**src/hcbp_pkg.sv**
```systemverilog
// Shared types and constants of the code bit packer.
`timescale 1ns / 1ps
`default_nettype none

package hcbp_pkg;

    // Item actions
    localparam logic [1:0] ACT_LOAD   = 2'd0;
    localparam logic [1:0] ACT_ENCODE = 2'd1;
    localparam logic [1:0] ACT_FLUSH  = 2'd2;

    // Field widths
    localparam int ACT_W  = 2;
    localparam int SYM_W  = 8;
    localparam int LEN_W  = 6;
    localparam int CODE_W = 32;
    localparam int BYTE_W = 8;
    localparam int PEND_W = 7;
    localparam int CNT_W  = 3;

    // Merged bit string: up to seven pending bits plus one full code
    localparam int MERGE_W = PEND_W + CODE_W;
    // Left-justified output word, whole bytes
    localparam int WORD_W  = 40;
    localparam int NBYTE_W = 3;

    // Code table entry: length above bits
    localparam int ENTRY_W = LEN_W + CODE_W;
    localparam int TABLE_DEPTH = 256;

    // Bytes handed to the output shifter
    typedef struct packed {
        logic               load;
        logic [WORD_W-1:0]  word;
        logic [NBYTE_W-1:0] nbytes;
    } t_pack_load;

endpackage

`default_nettype wire

```
**src/hcbp_if.sv**
```systemverilog
// Valid/ready channel interfaces for input and result items.
`timescale 1ns / 1ps
`default_nettype none


interface hcbp_out_if;
    logic       valid;
    logic       ready;
    logic [7:0] packed_byte;
    logic       last;

    modport source (output valid, packed_byte, last, input ready);
    modport sink   (input valid, packed_byte, last, output ready);
endinterface

`default_nettype wire

```
**src/hcbp_out_shifter.sv**
```systemverilog
// Output byte shifter: drains a left-justified word one byte per item.
`timescale 1ns / 1ps
`default_nettype none

module hcbp_out_shifter (
    input  wire logic                i_clk,
    input  wire logic                i_rst_n,
    input  wire hcbp_pkg::t_pack_load i_load,
    output logic                     o_busy,
    hcbp_out_if.source               o_out
);
    import hcbp_pkg::*;

    logic [WORD_W-1:0]  r_word;
    logic [WORD_W-1:0]  n_word;
    logic [NBYTE_W-1:0] r_left;
    logic [NBYTE_W-1:0] n_left;
    logic               out_take;

    assign out_take          = o_out.valid && o_out.ready;
    assign o_out.valid       = (r_left != '0);
    assign o_out.packed_byte = r_word[WORD_W-1 -: BYTE_W];
    assign o_out.last        = (r_left == NBYTE_W'(1));
    assign o_busy            = o_out.valid;

    // Load a new word, or advance by one byte on each taken item
    always_comb begin
        n_word = r_word;
        n_left = r_left;
        if (i_load.load) begin
            n_word = i_load.word;
            n_left = i_load.nbytes;
        end else if (out_take) begin
            n_word = r_word << BYTE_W;
            n_left = r_left - NBYTE_W'(1);
        end
    end

    always_ff @(posedge i_clk) begin
        if (!i_rst_n) begin
            r_left <= '0;
        end else begin
            r_left <= n_left;
        end
        r_word <= n_word;
    end

    // A new word never lands on bytes still waiting
    a_load_when_idle: assert property (@(posedge i_clk) disable iff (!i_rst_n)
        i_load.load |-> (r_left == '0))
        else $error("output word loaded while bytes pending");

    // Byte count only falls by one per taken item
    a_left_step: assert property (@(posedge i_clk) disable iff (!i_rst_n)
        (out_take && !i_load.load) |=> (r_left == $past(r_left) - NBYTE_W'(1)))
        else $error("byte count skipped");

endmodule

`default_nettype wire

```
**src/flat_wrapper.sv**
```systemverilog
// flat-port wrapper written by rule: the top's interface ports become plain ports
module hcbp_out_shifter_flat import hcbp_pkg::*;
  (i_clk, i_rst_n, i_load, o_busy, o_out_valid, o_out_packed_byte, o_out_last, o_out_ready);
  hcbp_out_if o_out_i ();
  input  wire logic i_clk;
  input  wire logic i_rst_n;
  input  wire hcbp_pkg::t_pack_load i_load;
  output logic o_busy;
  output wire logic [$bits(o_out_i.valid)-1:0] o_out_valid;
  output wire logic [$bits(o_out_i.packed_byte)-1:0] o_out_packed_byte;
  output wire logic [$bits(o_out_i.last)-1:0] o_out_last;
  input wire logic [$bits(o_out_i.ready)-1:0] o_out_ready;
  assign o_out_valid = o_out_i.valid;
  assign o_out_packed_byte = o_out_i.packed_byte;
  assign o_out_last = o_out_i.last;
  assign o_out_i.ready = o_out_ready;
  hcbp_out_shifter u_core (.i_clk(i_clk), .i_rst_n(i_rst_n), .i_load(i_load), .o_busy(o_busy), .o_out(o_out_i));
endmodule
```
**config.mk**
```make
export PLATFORM = sky130hd
export DESIGN_NAME = hcbp_out_shifter_flat
export DESIGN_NICKNAME = d
export VERILOG_FILES = /design/src/hcbp_pkg.sv /design/src/hcbp_if.sv /design/src/hcbp_out_shifter.sv /design/src/flat_wrapper.sv
export SDC_FILE = /design/constraint.sdc
export NUM_CORES = 1
export LEC_CHECK = 0
export BUFFER_PORTS_ARGS = -buffer_cell sky130_fd_sc_hd__buf_2
export CAP_MARGIN = 20
export CORE_MARGIN = 1.5
export CORE_UTILIZATION = 35
export DETAILED_ROUTE_END_ITERATION = 8
export SYNTH_ARGS = -nofsm -noshare
export SYNTH_HDL_FRONTEND = slang
export SYNTH_SLANG_ARGS = --single-unit
```
**constraint.sdc**
```tcl
create_clock -name i_clk -period 2 [get_ports i_clk]
set_input_delay 0.1 -clock i_clk [delete_from_list [all_inputs] [get_ports i_clk]]
set_output_delay 0.1 -clock i_clk [all_outputs]
set_load 0.01 [all_outputs]
```
======== Word-level counts from Yosys, hierarchy flattened ========
Index checks and enable logic that the tools add are counted.
word-level totals
  register bits ........................... 43
  logic and storage cells ................. 11
operators by class
  add/subtract/negate cells ............... 1
  equality and inequality tests ........... 1
  mux-type cells .......................... 4
  reduce and logical (&&, ||, !) cells .... 3
operators with widths
  cell                                                                count
  40-bit two-way mux                                                  2
  3-bit two-way mux                                                   2
  3-bit by 1-bit == test with 1-bit output, second input constant     1
  3-bit nonzero test                                                  1
  3-bit by 1-bit subtractor with 3-bit output, second input constant  1
  2-bit nonzero test                                                  1
  1-bit logical AND                                                   1

======== Depth between registers and ports, before layout ========
  word-level depth ........................ 4
  gate-level depth with buffers ........... 5
  gate-level depth less buffers ........... 5

======== Worst setup path after synthesis ========
Ideal clock, no wire load.
  path type ............................... flip-flop to flip-flop
  from .................................... reg u_core.r_left[0]
  to ...................................... reg u_core.r_word[0] (enable)
  path slack .............................. -0.088 ns
  cell stages (with the launch flop) ...... 6
  clock period less this slack ............ 2.088 ns
  arrival time ............................ 1.690 ns
  path through ............................ dfxtp_1 inv_1 ha_1 nand2b_4 nand2_1 nand2_1
between the ends
  cells in the longest elaborated chain, start to end .. 3
RTL lines
  element                       RTL line                text
  start: declaration            hcbp_out_shifter.sv:16  logic [NBYTE_W-1:0] r_left;
  start signal: assignment      hcbp_out_shifter.sv:43  r_left <= n_left;
  3-bit nonzero test            hcbp_out_shifter.sv:21  assign o_out.valid = (r_left != '0);
  via o_busy                    flat_wrapper.sv:8       output logic o_busy;
  1-bit logical AND             hcbp_out_shifter.sv:20  assign out_take = o_out.valid && o_out.ready;
  2-bit nonzero test (no line)  --
  end signal: assignment        hcbp_out_shifter.sv:45  r_word <= n_word;
  end: declaration              hcbp_out_shifter.sv:14  logic [WORD_W-1:0] r_word;
The timed path passes the listed nets, and every way through them passes these cells.
A chain may end at the register's enable or synchronous reset.

======== Worst setup path in the final report ========
  from .................................... reg u_core.r_left[0]
  to ...................................... reg u_core.r_word[21] (enable)
between the ends
  cells in the longest elaborated chain, start to end .. 3
RTL lines
  element                       RTL line
  3-bit nonzero test            hcbp_out_shifter.sv:21
  1-bit logical AND             hcbp_out_shifter.sv:20
  2-bit nonzero test (no line)  --
Every way passes these cells.

==> impl_results.md <==
- Run status: complete, no violations
- CTS buffer count: 5
- Final HPWL DP: 2250 µm
- Initial antenna violation count: 0
- Antenna viol nets, final: 0
- Max rail drop VDD: 0.317 mV
- H-tree depth: 2
- Skew-Pair Late Insertion Delay: 290 ps
- Fin crit share: 78.0%
- Share of layout cells above drive strength 1: 59.8%
- Critical path required time: 1990 ps
- Min Clock Period, post-route: 1560 ps
- Root Driver: clkbuf_8
- Number of global-route vias before repair: 1,109
- Leading cell types in the layout, fill and taps excluded: 57 x buf_2, 40 x edfxtp_1, 32 x mux2_2
- CP Max Fanout: 40
- Pre-CTS setup slack: 427 ps
- Slew @ Worst Pin: 349 ps
- CP Launch Type: flop
- Relative slew slack: 76.7%
- R2R cell count: 6
- Final Core Density: 42.9%
- Core ar.: 5470 µm²
- First-pass GRT wire length: 5060 µm
- Cts-stage hold buffer count: 0
- Post-CTS resize count: 0
- Cell Area, Placed: 2260 µm²
- Layout net count: 223
- Final Cell Area: 2350 µm²
- Routed vias/inst: 4.44
- Number of vias in the routed layout: 1,093
- Starting density of the core: 35.9%
- DP Cell Count: 238
- Final Wtd Congestion: 0.702
- WL per Instance: 13.1 µm
- RSZ-0062 raised after global routing: no
- Syn_area_per_cell: 16.2 µm²
- Final slew viol count: 0
- Io pins: 58
- Clock-pin slew on the worst setup and hold paths: 80 ps
- Hold Path Cell Cnt: 3
- CP Class: reg2reg
- CTS tree: yes
- Setup repair bufs after CTS: 0
- Hold Crit Class: in2reg
- Post-Syn Nets: 171
- Worst Clk Skew: 6.58 ps
- GRT Util Overall: 11.0%
- Syn Std Cell Area: 1970 µm²
- PwrDens: 819 nW/µm²
- Num rows: 27
- Leak: 0.000960 µW
- #FFs+latches synth: 43
- PortBufs: 57
- Yosys warning total: 0
- Die ar.: 6070 µm²
- Antenna diode count: 0
- Fmax: 0.641 GHz
- Fin Setup TNS: 0 ps
- Commonest non-fill, non-tap cell in the layout: buf_2
- Max clock buf depth: 2
- Post-Synthesis Cells: 121
- Seq/Total Area, Yosys: 64.2%
- Non-Filler Instances: 246
- Crit path arrival time: 1540 ps
- Post-Route WL: 3220 µm
- # fillers: 541
- Final hold vios: 0
- Initial DRC Count: 62
- GRT Residual Overflow: 0
- Chip Width: 77.9 µm
- Sink Count: 43
- Max-Cap Viols: 0
- Area Overhead vs Synth: 19.5%
- DIE HEIGHT: 77.9 µm
- Largest net degree at the start of global routing: 41
- Final Setup Violations: 0
- Residual DRC: 0
- Crit path capture type: flop
- Final worst slack: 441 ps
- DRT Pass-1 Iters: 4
- Distinct cell type count after synthesis: 22
## worst max-delay path, cell delays in order, from the launching register on
cell and delay, ps:
dfxtp_1 380, inv_1 80, ha_1 250, nand2b_4 110, nand2_1 100, nand2_2 100, buf_12 230
## metrics by stage
step,power (µW),hold WS (ps)
CTS,1950,60.7
finish,1920,62.0
floorplan,1340,238
global placement,1400,333
global route,2020,69.4
detailed placement,1420,365
## metal layers
| metal | global-route usage, % | routed length (µm) |
|---|---|---|
| met5 | 0 | 0 |
| met4 | 6.07 | 46 |
| met3 | 3.65 | 230 |
| met2 | 18.5 | 1630 |
| met1 | 12.3 | 1310 |
## final timing paths
path | start | endpoint | slack, ps
min reg2reg | u_core.r_word[12] | u_core.r_word[20] | 550
min | i_load[1] | u_core.r_left[1] | 60
max reg2reg | u_core.r_left[0] | u_core.r_word[21] | 440
max | u_core.r_left[0] | u_core.r_word[21] | 440
## sequential cells by signal (all words and copies together), names as in the netlist
name and count:
u_core.r_left 3, u_core.r_word 40
## Yosys cell counts
cell      number  share of area [%]
nand2b_4       1               0.70
buf_2          1               0.25
and3_2         1               0.38
clkbuf_8       1               0.70
buf_4          9                3.4
and4_1         1               0.45
ha_1           3                1.9
dfxtp_1        3                3.1
nor2_1         2               0.38
nand3_1        1               0.25
buf_6          3                1.7
mux2i_1        1               0.51
a211oi_2       1               0.64
o21ai_0        2               0.51
nand2_1        3               0.57
o41ai_2        1               0.83
edfxtp_1      40                 61
a21oi_1        2               0.51
and2b_2        1               0.45
inv_1          4               0.76
mux2_2        32                 18
and2_1         8                2.5
## area by class of cell
cell class / instances / area (µm²) / share of cell area [%]
Clock inverter: 2 / 12.5 / 0.533
Clock buffer: 6 / 72.6 / 3.09
Multi-Input combinational cell: 60 / 572 / 24.3
Inverter: 4 / 15.0 / 0.639
Sequential cell: 43 / 1260 / 53.7
Tap cell: 72 / 90.1 / 3.84
Timing Repair Buffer: 59 / 325 / 13.9
## kinds of logic after synthesis
family | count (synthesis) | share of synthesized area, %
multiplexers | 33 | 18.8
AND/OR/NAND/NOR | 18 | 5.73
adder cells (fa/ha/maj) | 3 | 1.91
flip-flops | 43 | 64.2
buffers and inverters | 18 | 6.87
AO/OA/AOI/OAI | 6 | 2.48
## where the power goes
| part | switching [µW] | internal, µW |
|---|---|---|
| sequential | 24.7 | 1100 |
| clock | 290 | 244 |
| combinational | 121 | 141 |
| total | 436 | 1490 |
Note: power is estimated with default switching activity, not from simulation.
